`config.mk`:
```
export PLATFORM = sky130hd
export DESIGN_NAME = critically_damped_smoother_top_flat
export DESIGN_NICKNAME = d
export VERILOG_FILES = /design/src/rtl/core/cds_pkg.sv /design/src/rtl/core/cds_item_if.sv /design/src/rtl/core/cds_result_if.sv /design/src/rtl/core/critically_damped_smoother_top.sv /design/src/flat_wrapper.sv
export SDC_FILE = /design/constraint.sdc
export NUM_CORES = 2
export LEC_CHECK = 0
export BUFFER_PORTS_ARGS = -buffer_cell sky130_fd_sc_hd__buf_2
export CORE_ASPECT_RATIO = 2
export CORE_UTILIZATION = 45
export DETAILED_ROUTE_END_ITERATION = 10
export PLACE_DENSITY = 0.7
export REMOVE_ABC_BUFFERS = 1
export SLEW_MARGIN = 5
export SYNTH_ARGS = -nofsm -noshare
export SYNTH_HDL_FRONTEND = slang
export SYNTH_SLANG_ARGS = --single-unit
```
`constraint.sdc`:
```
create_clock -name clk -period 21.7 [get_ports clk]
set_input_delay 1.085 -clock clk [delete_from_list [all_inputs] [get_ports clk]]
set_output_delay 1.085 -clock clk [all_outputs]
set_load 0.02 [all_outputs]
```
`src/rtl/core/cds_pkg.sv`:
```
// Shared types, widths and codes for the critically damped smoother.
package cds_pkg;

    // Field widths
    localparam int DATA_W  = 32;
    localparam int UDATA_W = 31;
    localparam int CFG_W   = 31;
    localparam int CFG_IDX_W = 1;

    // Register indexes
    localparam logic [CFG_IDX_W-1:0] REG_SMOOTH_TIME = 1'd0;
    localparam logic [CFG_IDX_W-1:0] REG_MAX_SPEED   = 1'd1;

    // Saturation limits
    localparam logic signed [DATA_W-1:0] Q_MAX = 32'sh7FFF_FFFF;
    localparam logic signed [DATA_W-1:0] Q_MIN = 32'sh8000_0000;

    // Sequencer steps: two divisions and a chain of products on one multiplier
    typedef enum logic [3:0] {
        ST_IDLE,
        ST_DIV_OMEGA,
        ST_M_X,
        ST_M_X2,
        ST_M_D2,
        ST_M_X3,
        ST_M_D3,
        ST_DIV_E,
        ST_M_MAXC,
        ST_M_A1,
        ST_M_TMP,
        ST_M_A2,
        ST_M_NV,
        ST_M_P,
        ST_DONE
    } cds_state_t;

    // Saturating 32-bit add or subtract
    function automatic logic signed [DATA_W-1:0] sat_sum(
        input logic signed [DATA_W-1:0] a,
        input logic signed [DATA_W-1:0] b,
        input logic                     neg
    );
        logic signed [DATA_W:0] ax;
        logic signed [DATA_W:0] bx;
        logic signed [DATA_W:0] s;
        ax = $signed({a[DATA_W-1], a});
        bx = $signed({b[DATA_W-1], b});
        s  = neg ? (ax - bx) : (ax + bx);
        if (s > $signed({Q_MAX[DATA_W-1], Q_MAX}))
            return Q_MAX;
        else if (s < $signed({Q_MIN[DATA_W-1], Q_MIN}))
            return Q_MIN;
        else
            return s[DATA_W-1:0];
    endfunction

endpackage

```
`src/rtl/core/cds_item_if.sv`:
```
// Input channel: current position, target and time step.
interface cds_item_if import cds_pkg::*; ();
    logic                      valid;
    logic                      ready;
    logic signed [DATA_W-1:0]  current_pos;
    logic signed [DATA_W-1:0]  target_pos;
    logic        [UDATA_W-1:0] time_step;

    modport source (output valid, current_pos, target_pos, time_step, input ready);
    modport sink   (input valid, current_pos, target_pos, time_step, output ready);
endinterface

```
`src/rtl/core/cds_result_if.sv`:
```
// Output channel: smoothed position, new velocity and snap flag.
interface cds_result_if import cds_pkg::*; ();
    logic                     valid;
    logic                     ready;
    logic signed [DATA_W-1:0] new_pos;
    logic signed [DATA_W-1:0] new_velocity;
    logic                     snapped;

    modport source (output valid, new_pos, new_velocity, snapped, input ready);
    modport sink   (input valid, new_pos, new_velocity, snapped, output ready);
endinterface

```
`src/rtl/core/critically_damped_smoother_top.sv`:
```
// Critically damped spring smoother: sequencer, shared multiplier and shared divider.
//
// Usage:
//   item   : valid/ready channel carrying current_pos, target_pos, time_step.
//   result : valid/ready channel carrying new_pos, new_velocity, snapped.
//   cfg    : write port; cfg_index 0 writes smooth_time, 1 writes max_speed.
//            Write only while the block is idle.
// Timing:
//   One transaction at a time. An item runs two divisions on the divider
//   (one quotient bit per cycle) and eleven products on the single 32x32
//   multiplier, then a finish step that loads the result register.
// Reset:
//   Velocity clears to zero, smooth_time to 1.0, max_speed to full scale,
//   and no result is pending.
// Stall:
//   A finished result sits in the output register until taken; the next item
//   can be accepted meanwhile, and its result waits until the register frees.
module critically_damped_smoother_top
    import cds_pkg::*;
#(
    parameter int FRAC_BITS = 16
) (
    input  logic                 clk,
    input  logic                 rst_n,
    cds_item_if.sink             item,
    cds_result_if.source         result,
    input  logic                 cfg_wr_en,
    input  logic [CFG_IDX_W-1:0] cfg_index,
    input  logic [CFG_W-1:0]     cfg_data
);

    // Derived constants
    localparam longint ONE_L    = longint'(1) << FRAC_BITS;
    localparam longint C48_L    = (48 * ONE_L + 50) / 100;
    localparam longint C235_L   = (235 * ONE_L + 500) / 1000;
    localparam longint MIN_RAW  = (ONE_L + 5000) / 10000;
    localparam longint MIN_ST_L = (MIN_RAW < 1) ? 1 : MIN_RAW;
    localparam logic signed [DATA_W-1:0] ONE_Q  = DATA_W'(ONE_L);
    localparam logic signed [DATA_W-1:0] C48_Q  = DATA_W'(C48_L);
    localparam logic signed [DATA_W-1:0] C235_Q = DATA_W'(C235_L);
    localparam logic [CFG_W-1:0]         MIN_ST = CFG_W'(MIN_ST_L);
    localparam logic signed [2*DATA_W:0] HALF_Q = 65'sd1 <<< (FRAC_BITS - 1);
    localparam int NUM_W = 2 * FRAC_BITS + 2;
    localparam int CNT_W = $clog2(NUM_W);
    localparam logic [CNT_W-1:0] CNT_TOP     = CNT_W'(NUM_W - 1);
    localparam logic [CNT_W-1:0] POS_OMEGA   = CNT_W'(2 * FRAC_BITS + 1);
    localparam logic [CNT_W-1:0] POS_E       = CNT_W'(2 * FRAC_BITS);

    // Control state
    cds_state_t state_reg, state_next;
    logic       phase_reg, phase_next;
    logic [CNT_W-1:0] cnt_reg, cnt_next;
    logic       out_valid_reg, out_valid_next;
    logic [CFG_W-1:0] smooth_time_reg, smooth_time_next;
    logic [CFG_W-1:0] max_speed_reg, max_speed_next;
    logic signed [DATA_W-1:0] vel_reg, vel_next;

    // Datapath registers
    logic signed [DATA_W-1:0]  c_reg, c_next;
    logic signed [DATA_W-1:0]  t_reg, t_next;
    logic        [UDATA_W-1:0] dt_reg, dt_next;
    logic        [CFG_W-1:0]   st_reg, st_next;
    logic signed [DATA_W-1:0]  omega_reg, omega_next;
    logic signed [DATA_W-1:0]  e_reg, e_next;
    logic signed [DATA_W-1:0]  x_reg, x_next;
    logic signed [DATA_W-1:0]  x2_reg, x2_next;
    logic signed [DATA_W-1:0]  den_reg, den_next;
    logic signed [DATA_W-1:0]  ch_reg, ch_next;
    logic signed [DATA_W-1:0]  tmp_reg, tmp_next;
    logic signed [DATA_W-1:0]  nv_reg, nv_next;
    logic signed [DATA_W-1:0]  p_reg, p_next;
    logic signed [2*DATA_W-1:0] prod_reg, prod_next;
    logic [DATA_W-1:0] rem_reg, rem_next;
    logic [NUM_W-1:0]  q_reg, q_next;
    logic signed [DATA_W-1:0] res_pos_reg, res_pos_next;
    logic signed [DATA_W-1:0] res_vel_reg, res_vel_next;
    logic                     res_snap_reg, res_snap_next;

    // Shared unit wiring
    logic signed [DATA_W-1:0]   mul_a, mul_b;
    logic signed [2*DATA_W:0]   rnd_sum, rnd_shift;
    logic signed [DATA_W-1:0]   mul_res;
    logic [DATA_W-1:0]          div_d;
    logic                       num_bit;
    logic [DATA_W:0]            r_sh;
    logic                       div_ge;
    logic [NUM_W-1:0]           q_step;
    logic [2*DATA_W-1:0]        q_wide;
    logic signed [DATA_W-1:0]   div_res;
    logic signed [DATA_W-1:0]   maxc_neg, ch_clamp;
    logic                       snap;
    logic                       load_out;

    assign item.ready          = (state_reg == ST_IDLE);
    assign result.valid        = out_valid_reg;
    assign result.new_pos      = res_pos_reg;
    assign result.new_velocity = res_vel_reg;
    assign result.snapped      = res_snap_reg;

    // Multiplier operand select
    always_comb
    begin
        unique case (state_reg)
            ST_M_X:    begin mul_a = omega_reg; mul_b = $signed({1'b0, dt_reg}); end
            ST_M_X2:   begin mul_a = x_reg;     mul_b = x_reg;                   end
            ST_M_D2:   begin mul_a = C48_Q;     mul_b = x2_reg;                  end
            ST_M_X3:   begin mul_a = x2_reg;    mul_b = x_reg;                   end
            ST_M_D3:   begin mul_a = C235_Q;    mul_b = x2_reg;                  end
            ST_M_MAXC: begin
                mul_a = $signed({1'b0, max_speed_reg});
                mul_b = $signed({1'b0, st_reg});
            end
            ST_M_A1:   begin mul_a = omega_reg; mul_b = ch_reg;                  end
            ST_M_TMP:  begin mul_a = tmp_reg;   mul_b = $signed({1'b0, dt_reg}); end
            ST_M_A2:   begin mul_a = omega_reg; mul_b = tmp_reg;                 end
            ST_M_NV:   begin mul_a = nv_reg;    mul_b = e_reg;                   end
            ST_M_P:    begin mul_a = ch_reg;    mul_b = e_reg;                   end
            default:   begin mul_a = '0;        mul_b = '0;                      end
        endcase
    end

    // Product rounding (ties toward +inf) and saturation
    always_comb
    begin
        prod_next = mul_a * mul_b;
        rnd_sum   = $signed({prod_reg[2*DATA_W-1], prod_reg}) + HALF_Q;
        rnd_shift = rnd_sum >>> FRAC_BITS;
        if (rnd_shift > 65'sd2147483647)
            mul_res = Q_MAX;
        else if (rnd_shift < -65'sd2147483648)
            mul_res = Q_MIN;
        else
            mul_res = rnd_shift[DATA_W-1:0];
    end

    // Restoring divider step: constant power-of-two dividend, one bit per cycle
    always_comb
    begin
        div_d   = (state_reg == ST_DIV_OMEGA) ? {1'b0, st_reg} : den_reg;
        num_bit = (state_reg == ST_DIV_OMEGA) ? (cnt_reg == POS_OMEGA)
                                              : (cnt_reg == POS_E);
        r_sh    = {rem_reg, num_bit};
        div_ge  = (r_sh >= {1'b0, div_d});
        q_step  = {q_reg[NUM_W-2:0], div_ge};
        q_wide  = (2*DATA_W)'(q_step);
        if (q_wide > 64'h7FFF_FFFF)
            div_res = Q_MAX;
        else
            div_res = q_wide[DATA_W-1:0];
    end

    // Clamp of the distance and overshoot test
    always_comb
    begin
        maxc_neg = -mul_res;
        if (ch_reg > mul_res)
            ch_clamp = mul_res;
        else if (ch_reg < maxc_neg)
            ch_clamp = maxc_neg;
        else
            ch_clamp = ch_reg;
        snap     = ((t_reg > c_reg) == (p_reg > t_reg));
        load_out = (state_reg == ST_DONE) && (!out_valid_reg || result.ready);
    end

    // Sequencer: next state and datapath updates
    always_comb
    begin
        state_next       = state_reg;
        phase_next       = phase_reg;
        cnt_next         = cnt_reg;
        smooth_time_next = smooth_time_reg;
        max_speed_next   = max_speed_reg;
        vel_next         = vel_reg;
        c_next           = c_reg;
        t_next           = t_reg;
        dt_next          = dt_reg;
        st_next          = st_reg;
        omega_next       = omega_reg;
        e_next           = e_reg;
        x_next           = x_reg;
        x2_next          = x2_reg;
        den_next         = den_reg;
        ch_next          = ch_reg;
        tmp_next         = tmp_reg;
        nv_next          = nv_reg;
        p_next           = p_reg;
        rem_next         = rem_reg;
        q_next           = q_reg;
        res_pos_next     = res_pos_reg;
        res_vel_next     = res_vel_reg;
        res_snap_next    = res_snap_reg;
        out_valid_next   = out_valid_reg && !result.ready;

        // Configuration writes
        if (cfg_wr_en)
        begin
            unique case (cfg_index)
                REG_SMOOTH_TIME: smooth_time_next = cfg_data;
                REG_MAX_SPEED:   max_speed_next   = cfg_data;
                default:         ;
            endcase
        end

        unique case (state_reg)
            ST_IDLE:
            begin
                if (item.valid)
                begin
                    c_next     = item.current_pos;
                    t_next     = item.target_pos;
                    dt_next    = item.time_step;
                    st_next    = (smooth_time_reg < MIN_ST) ? MIN_ST : smooth_time_reg;
                    ch_next    = sat_sum(item.current_pos, item.target_pos, 1'b1);
                    rem_next   = '0;
                    q_next     = '0;
                    cnt_next   = CNT_TOP;
                    state_next = ST_DIV_OMEGA;
                end
            end
            ST_DIV_OMEGA, ST_DIV_E:
            begin
                rem_next = div_ge ? r_sh[DATA_W-1:0] - div_d : r_sh[DATA_W-1:0];
                q_next   = q_step;
                cnt_next = cnt_reg - 1'b1;
                if (cnt_reg == '0)
                begin
                    phase_next = 1'b0;
                    if (state_reg == ST_DIV_OMEGA)
                    begin
                        omega_next = div_res;
                        state_next = ST_M_X;
                    end
                    else
                    begin
                        e_next     = div_res;
                        state_next = ST_M_MAXC;
                    end
                end
            end
            ST_M_X, ST_M_X2, ST_M_D2, ST_M_X3, ST_M_D3,
            ST_M_MAXC, ST_M_A1, ST_M_TMP, ST_M_A2, ST_M_NV, ST_M_P:
            begin
                phase_next = !phase_reg;
                if (phase_reg)
                begin
                    unique case (state_reg)
                        ST_M_X:
                        begin
                            x_next     = mul_res;
                            den_next   = sat_sum(ONE_Q, mul_res, 1'b0);
                            state_next = ST_M_X2;
                        end
                        ST_M_X2:
                        begin
                            x2_next    = mul_res;
                            state_next = ST_M_D2;
                        end
                        ST_M_D2:
                        begin
                            den_next   = sat_sum(den_reg, mul_res, 1'b0);
                            state_next = ST_M_X3;
                        end
                        ST_M_X3:
                        begin
                            x2_next    = mul_res;
                            state_next = ST_M_D3;
                        end
                        ST_M_D3:
                        begin
                            den_next   = sat_sum(den_reg, mul_res, 1'b0);
                            rem_next   = '0;
                            q_next     = '0;
                            cnt_next   = CNT_TOP;
                            state_next = ST_DIV_E;
                        end
                        ST_M_MAXC:
                        begin
                            ch_next    = ch_clamp;
                            p_next     = sat_sum(c_reg, ch_clamp, 1'b1);
                            state_next = ST_M_A1;
                        end
                        ST_M_A1:
                        begin
                            tmp_next   = sat_sum(vel_reg, mul_res, 1'b0);
                            state_next = ST_M_TMP;
                        end
                        ST_M_TMP:
                        begin
                            tmp_next   = mul_res;
                            state_next = ST_M_A2;
                        end
                        ST_M_A2:
                        begin
                            nv_next    = sat_sum(vel_reg, mul_res, 1'b1);
                            state_next = ST_M_NV;
                        end
                        ST_M_NV:
                        begin
                            nv_next    = mul_res;
                            ch_next    = sat_sum(ch_reg, tmp_reg, 1'b0);
                            state_next = ST_M_P;
                        end
                        ST_M_P:
                        begin
                            p_next     = sat_sum(p_reg, mul_res, 1'b0);
                            state_next = ST_DONE;
                        end
                        default: ;
                    endcase
                end
            end
            ST_DONE:
            begin
                if (load_out)
                begin
                    res_pos_next   = snap ? t_reg : p_reg;
                    res_vel_next   = snap ? '0 : nv_reg;
                    res_snap_next  = snap;
                    vel_next       = snap ? '0 : nv_reg;
                    out_valid_next = 1'b1;
                    state_next     = ST_IDLE;
                end
            end
            default: state_next = ST_IDLE;
        endcase
    end

    // Control registers
    always_ff @(posedge clk or negedge rst_n)
    begin
        if (!rst_n)
        begin
            state_reg       <= ST_IDLE;
            phase_reg       <= 1'b0;
            cnt_reg         <= '0;
            out_valid_reg   <= 1'b0;
            smooth_time_reg <= CFG_W'(ONE_L);
            max_speed_reg   <= '1;
            vel_reg         <= '0;
        end
        else
        begin
            state_reg       <= state_next;
            phase_reg       <= phase_next;
            cnt_reg         <= cnt_next;
            out_valid_reg   <= out_valid_next;
            smooth_time_reg <= smooth_time_next;
            max_speed_reg   <= max_speed_next;
            vel_reg         <= vel_next;
        end
    end

    // Datapath registers
    always_ff @(posedge clk)
    begin
        c_reg        <= c_next;
        t_reg        <= t_next;
        dt_reg       <= dt_next;
        st_reg       <= st_next;
        omega_reg    <= omega_next;
        e_reg        <= e_next;
        x_reg        <= x_next;
        x2_reg       <= x2_next;
        den_reg      <= den_next;
        ch_reg       <= ch_next;
        tmp_reg      <= tmp_next;
        nv_reg       <= nv_next;
        p_reg        <= p_next;
        prod_reg     <= prod_next;
        rem_reg      <= rem_next;
        q_reg        <= q_next;
        res_pos_reg  <= res_pos_next;
        res_vel_reg  <= res_vel_next;
        res_snap_reg <= res_snap_next;
    end

`ifndef SYNTHESIS
    // An accepted item always starts the sequencer
    assert property (@(posedge clk) disable iff (!rst_n)
        (item.valid && item.ready) |=> (state_reg == ST_DIV_OMEGA))
        else $error("sequencer did not start after accept");

    // Divider remainder stays below the divisor
    assert property (@(posedge clk) disable iff (!rst_n)
        (state_reg == ST_DIV_OMEGA || state_reg == ST_DIV_E) |-> (rem_reg < div_d))
        else $error("divider remainder out of range");

    // A snapped result carries zero velocity
    assert property (@(posedge clk) disable iff (!rst_n)
        (result.valid && result.snapped) |-> (result.new_velocity == '0))
        else $error("snapped result with nonzero velocity");

    // Stored velocity only changes when a result is loaded
    assert property (@(posedge clk) disable iff (!rst_n)
        !$stable(vel_reg) |-> ($past(state_reg) == ST_DONE))
        else $error("velocity changed outside result load");
`endif

endmodule
```
`src/flat_wrapper.sv`:
```
// flat-port wrapper written by rule: the top's interface ports become plain ports
module critically_damped_smoother_top_flat import cds_pkg::*;
#(
    parameter int FRAC_BITS = 16
)
  (clk, rst_n, cfg_wr_en, cfg_index, cfg_data, item_valid, item_current_pos, item_target_pos, item_time_step, item_ready, result_valid, result_new_pos, result_new_velocity, result_snapped, result_ready);
  cds_item_if item_i ();
  cds_result_if result_i ();
  input  logic clk;
  input  logic rst_n;
  input  logic cfg_wr_en;
  input  logic [CFG_IDX_W-1:0] cfg_index;
  input  logic [CFG_W-1:0] cfg_data;
  input wire logic [$bits(item_i.valid)-1:0] item_valid;
  input wire logic [$bits(item_i.current_pos)-1:0] item_current_pos;
  input wire logic [$bits(item_i.target_pos)-1:0] item_target_pos;
  input wire logic [$bits(item_i.time_step)-1:0] item_time_step;
  output wire logic [$bits(item_i.ready)-1:0] item_ready;
  output wire logic [$bits(result_i.valid)-1:0] result_valid;
  output wire logic [$bits(result_i.new_pos)-1:0] result_new_pos;
  output wire logic [$bits(result_i.new_velocity)-1:0] result_new_velocity;
  output wire logic [$bits(result_i.snapped)-1:0] result_snapped;
  input wire logic [$bits(result_i.ready)-1:0] result_ready;
  assign item_i.valid = item_valid;
  assign item_i.current_pos = item_current_pos;
  assign item_i.target_pos = item_target_pos;
  assign item_i.time_step = item_time_step;
  assign item_ready = item_i.ready;
  assign result_valid = result_i.valid;
  assign result_new_pos = result_i.new_pos;
  assign result_new_velocity = result_i.new_velocity;
  assign result_snapped = result_i.snapped;
  assign result_i.ready = result_ready;
  critically_damped_smoother_top #(.FRAC_BITS(FRAC_BITS)) u_core (.clk(clk), .rst_n(rst_n), .item(item_i), .result(result_i), .cfg_wr_en(cfg_wr_en), .cfg_index(cfg_index), .cfg_data(cfg_data));
endmodule
```
==> summary.txt <==
outcome = finished, final reports clean
DIE WIDTH = 306 microns
relative slew slack = 0.0223
met2 Usage GRT = 0.611
type of element launching the critical path = flip-flop
Root Driver = clkbuf_16
Synth Instances = 9000
Post-synth EDFFs = 544
pin count of the biggest net entering global routing = 74
hold_buf cts = 0
initial antenna violation count = 23
RePlAce Congestion = 1.04
post-synth cell types = 114
area grow syn2layout = 7.85%
setup violators final = 0
core box area = 184000 sq um
Hold WC Path Type = in2async
Starting Density = 0.453
CP required = 22.11 ns
WS Path Type = reg2reg
fin crit period = 14.54 ns
# resized after CTS = 0
worst hold slack = 0.380 ns
DIE AREA = 187000 sq um
number of global-route vias before repair = 74.3k
Seq/Total Area, Yosys = 0.240
via count = 68.7k
met3 GRT Util = 0.0504
Synth async-reset ratio = 0.152
RSZ-0062 raised after global routing = false
Die H = 611 microns
VDD IR max = 0.0712 mV
DRC viols = 0
sw frac = 0.240
register-to-register path setup slack = 7.16 ns
FP Rows = 223
Critical Path Max Stage Delay = 0.59 ns
max FFs per register = 49
H-tree depth = 3
final hold viol count = 0
met1 Use GR = 0.344
CTS Buf Count = 68
Top FF cell, synth = edfxtp_1
worst r2r src = u_core.prod_reg[15]$_DFF_P_
Max Cap Violations = 0
nets@finish = 10.8k
drt first-iter violations = 5651
Pleak = 40.9 nW
global-route wire length before repair = 469 mm
input/output buffers = 198
clk buf depth = 3
Slowest-stage cell, CP = or4_4
drt first pass iters = 9
grt ovf = 0
Slew @ Worst Pin = 1.45 ns
post-synthesis register bit count = 699
Yosys warnings = 0
routed wire length = 318 mm
number of routed nets with antenna violations = 0
max-slew violations = 0
NetSw = 0.000705 W
postcts setup bufs = 0
final instance area = 89900 sq um
worst r2r path cells = 45
Worst EP arrival = 14.95 ns
P_int = 0.00223 W
Syn Area/Cell = 9.26 sq um
CP Capture Type = flip-flop
Flop pwr share = 0.502
io pins = 199
Fillers = 17.2k
clk_lat worst skew = 0.70 ns
Tot GR Track Use = 0.342
power density over the cells = 32.7 nW/um^2
Final WS setup = 7.16 ns
CTS tree = built
post-DR vias/cell = 6.00
share of cells above drive strength 1 = 0.0878
Power, Total = 0.00294 W
post-DP HPWL = 257 mm
Gate power share = 0.044
cell area after synthesis = 83300 sq um
Clk pin slew, worst setup/hold paths = 0.07 ns
WL/cell = 27.8 microns
setup slack at placement = 7.37 ns
Final Cycle Share = 0.670
worst r2r dst = u_core.p_reg[6]$_DFFE_PP_
Most Crowded Layer GR = met2
Worst Clk Skew = 0.0449 ns
Max Fclk = 0.0688 GHz
CTS Sinks = 699
CP Max Fanout = 24
Setup TNS = 0 ns
Worst path most repeated cell = and3_1
Clock Power Share = 0.454
Placed Area = 87500 sq um
-- final cells by class --
| type | instances | area (sq um) | share of cell area |
|---|---|---|---|
| Antenna cell | 7 | 17.5 | 0.000195 |
| Clock buffer | 87 | 1910 | 0.0212 |
| Clock inverter | 38 | 482 | 0.00536 |
| Inverter | 1475 | 5540 | 0.0616 |
| Multi-Input combinational cell | 6371 | 56400 | 0.628 |
| Sequential cell | 699 | 20000 | 0.223 |
| Tap cell | 2362 | 2960 | 0.0329 |
| Timing Repair Buffer | 405 | 2550 | 0.0284 |
-- through the flow --
step                utilization  cells
detailed placement        0.475  11300
finish                    0.488  11400
floorplan                     -   8545
global route              0.488  11400
CTS                       0.488  11400
global placement          0.475  11300
-- worst max-delay path: cells and delay by family (launching register included) --
family | cells | cell delay [ns]
muxes | 1 | 0.34
DFF | 1 | 0.46
buffers and inverters | 5 | 1.25
AOI/OAI and AO/OA | 16 | 4.83
adders and majority gates | 5 | 1.45
xor gates and xnor gates | 1 | 0.16
and+or+nand+nor | 17 | 5.65
-- layout by cell type, fill, tap and decap left out, drive strengths merged, types with 119 or more instances in the layout --
cell       n
edfxtp   544
inv     1479
nor2     594
a21o     126
a22oi    166
nand3    161
o21ai    320
fa      1087
buf      405
ha       545
a21oi    451
nand2   1151
and2     119
xnor2    268
-- how the worst max path moves through the flow --
stage                                 from                          to  slack [ns]  cells after the start
6_report       u_core.prod_reg[15]$_DFF_P_   u_core.p_reg[6]$_DFFE_PP_        7.16                     45
5_1_grt        u_core.prod_reg[16]$_DFF_P_   u_core.p_reg[3]$_DFFE_PP_        6.59                     45
4_1_cts        u_core.prod_reg[16]$_DFF_P_   u_core.p_reg[6]$_DFFE_PP_        7.31                     45
3_5_place_dp   u_core.prod_reg[16]$_DFF_P_   u_core.p_reg[6]$_DFFE_PP_        7.37                     45
3_3_place_gp   u_core.prod_reg[16]$_DFF_P_   u_core.p_reg[8]$_DFFE_PP_        7.63                     45
2_1_floorplan  u_core.prod_reg[16]$_DFF_P_  u_core.p_reg[29]$_DFFE_PP_        7.49                     38
-- cells by family after synthesis --
logic type                 count (synthesis)  synth area share
and+or+nand+nor                         2613             0.143
buffers and inverters                   1931            0.0877
adders and majority gates               1660             0.346
AOI/OAI and AO/OA                       1564             0.123
DFF                                      699             0.240
xor gates and xnor gates                 368            0.0387
muxes                                    164            0.0212
other                                      1         0.0000450
-- power by group through the flow --
stage          clock network [W]  logic [W]  registers [W]
2_1_floorplan                  0  0.0000713        0.00149
3_3_place_gp                   0   0.000124        0.00150
3_5_place_dp                   0   0.000126        0.00150
4_1_cts                  0.00134   0.000127        0.00148
5_1_grt                  0.00138   0.000139        0.00148
6_report                 0.00133   0.000130        0.00148
-- cell usage after synthesis, drive strengths merged, types with 67 or more instances --
cell | number | area share
nand2b | 106 | 0.0080
nor2b | 70 | 0.0053
nor2 | 594 | 0.027
inv | 1470 | 0.066
o21ai | 320 | 0.019
edfxtp | 544 | 0.20
ha | 545 | 0.082
dfrtp | 74 | 0.022
xor2 | 100 | 0.011
nand2 | 1151 | 0.052
nor3 | 104 | 0.0064
a22oi | 166 | 0.015
nand4 | 86 | 0.0066
mux2i | 67 | 0.0080
fa | 1087 | 0.26
and2 | 119 | 0.0089
xnor2 | 268 | 0.028
mux2 | 97 | 0.013
buf | 70 | 0.0039
a21o | 126 | 0.011
nand3 | 161 | 0.0098
clkbuf | 386 | 0.017
a21oi | 451 | 0.027
-- layer usage --
layer	part of all wire	wire (microns)
met1	0.32	101000
met2	0.51	162000
met3	0.064	20200
met4	0.11	34500
met5	0.00036	114
No activity file was read; power rests on OpenSTA's default activity.
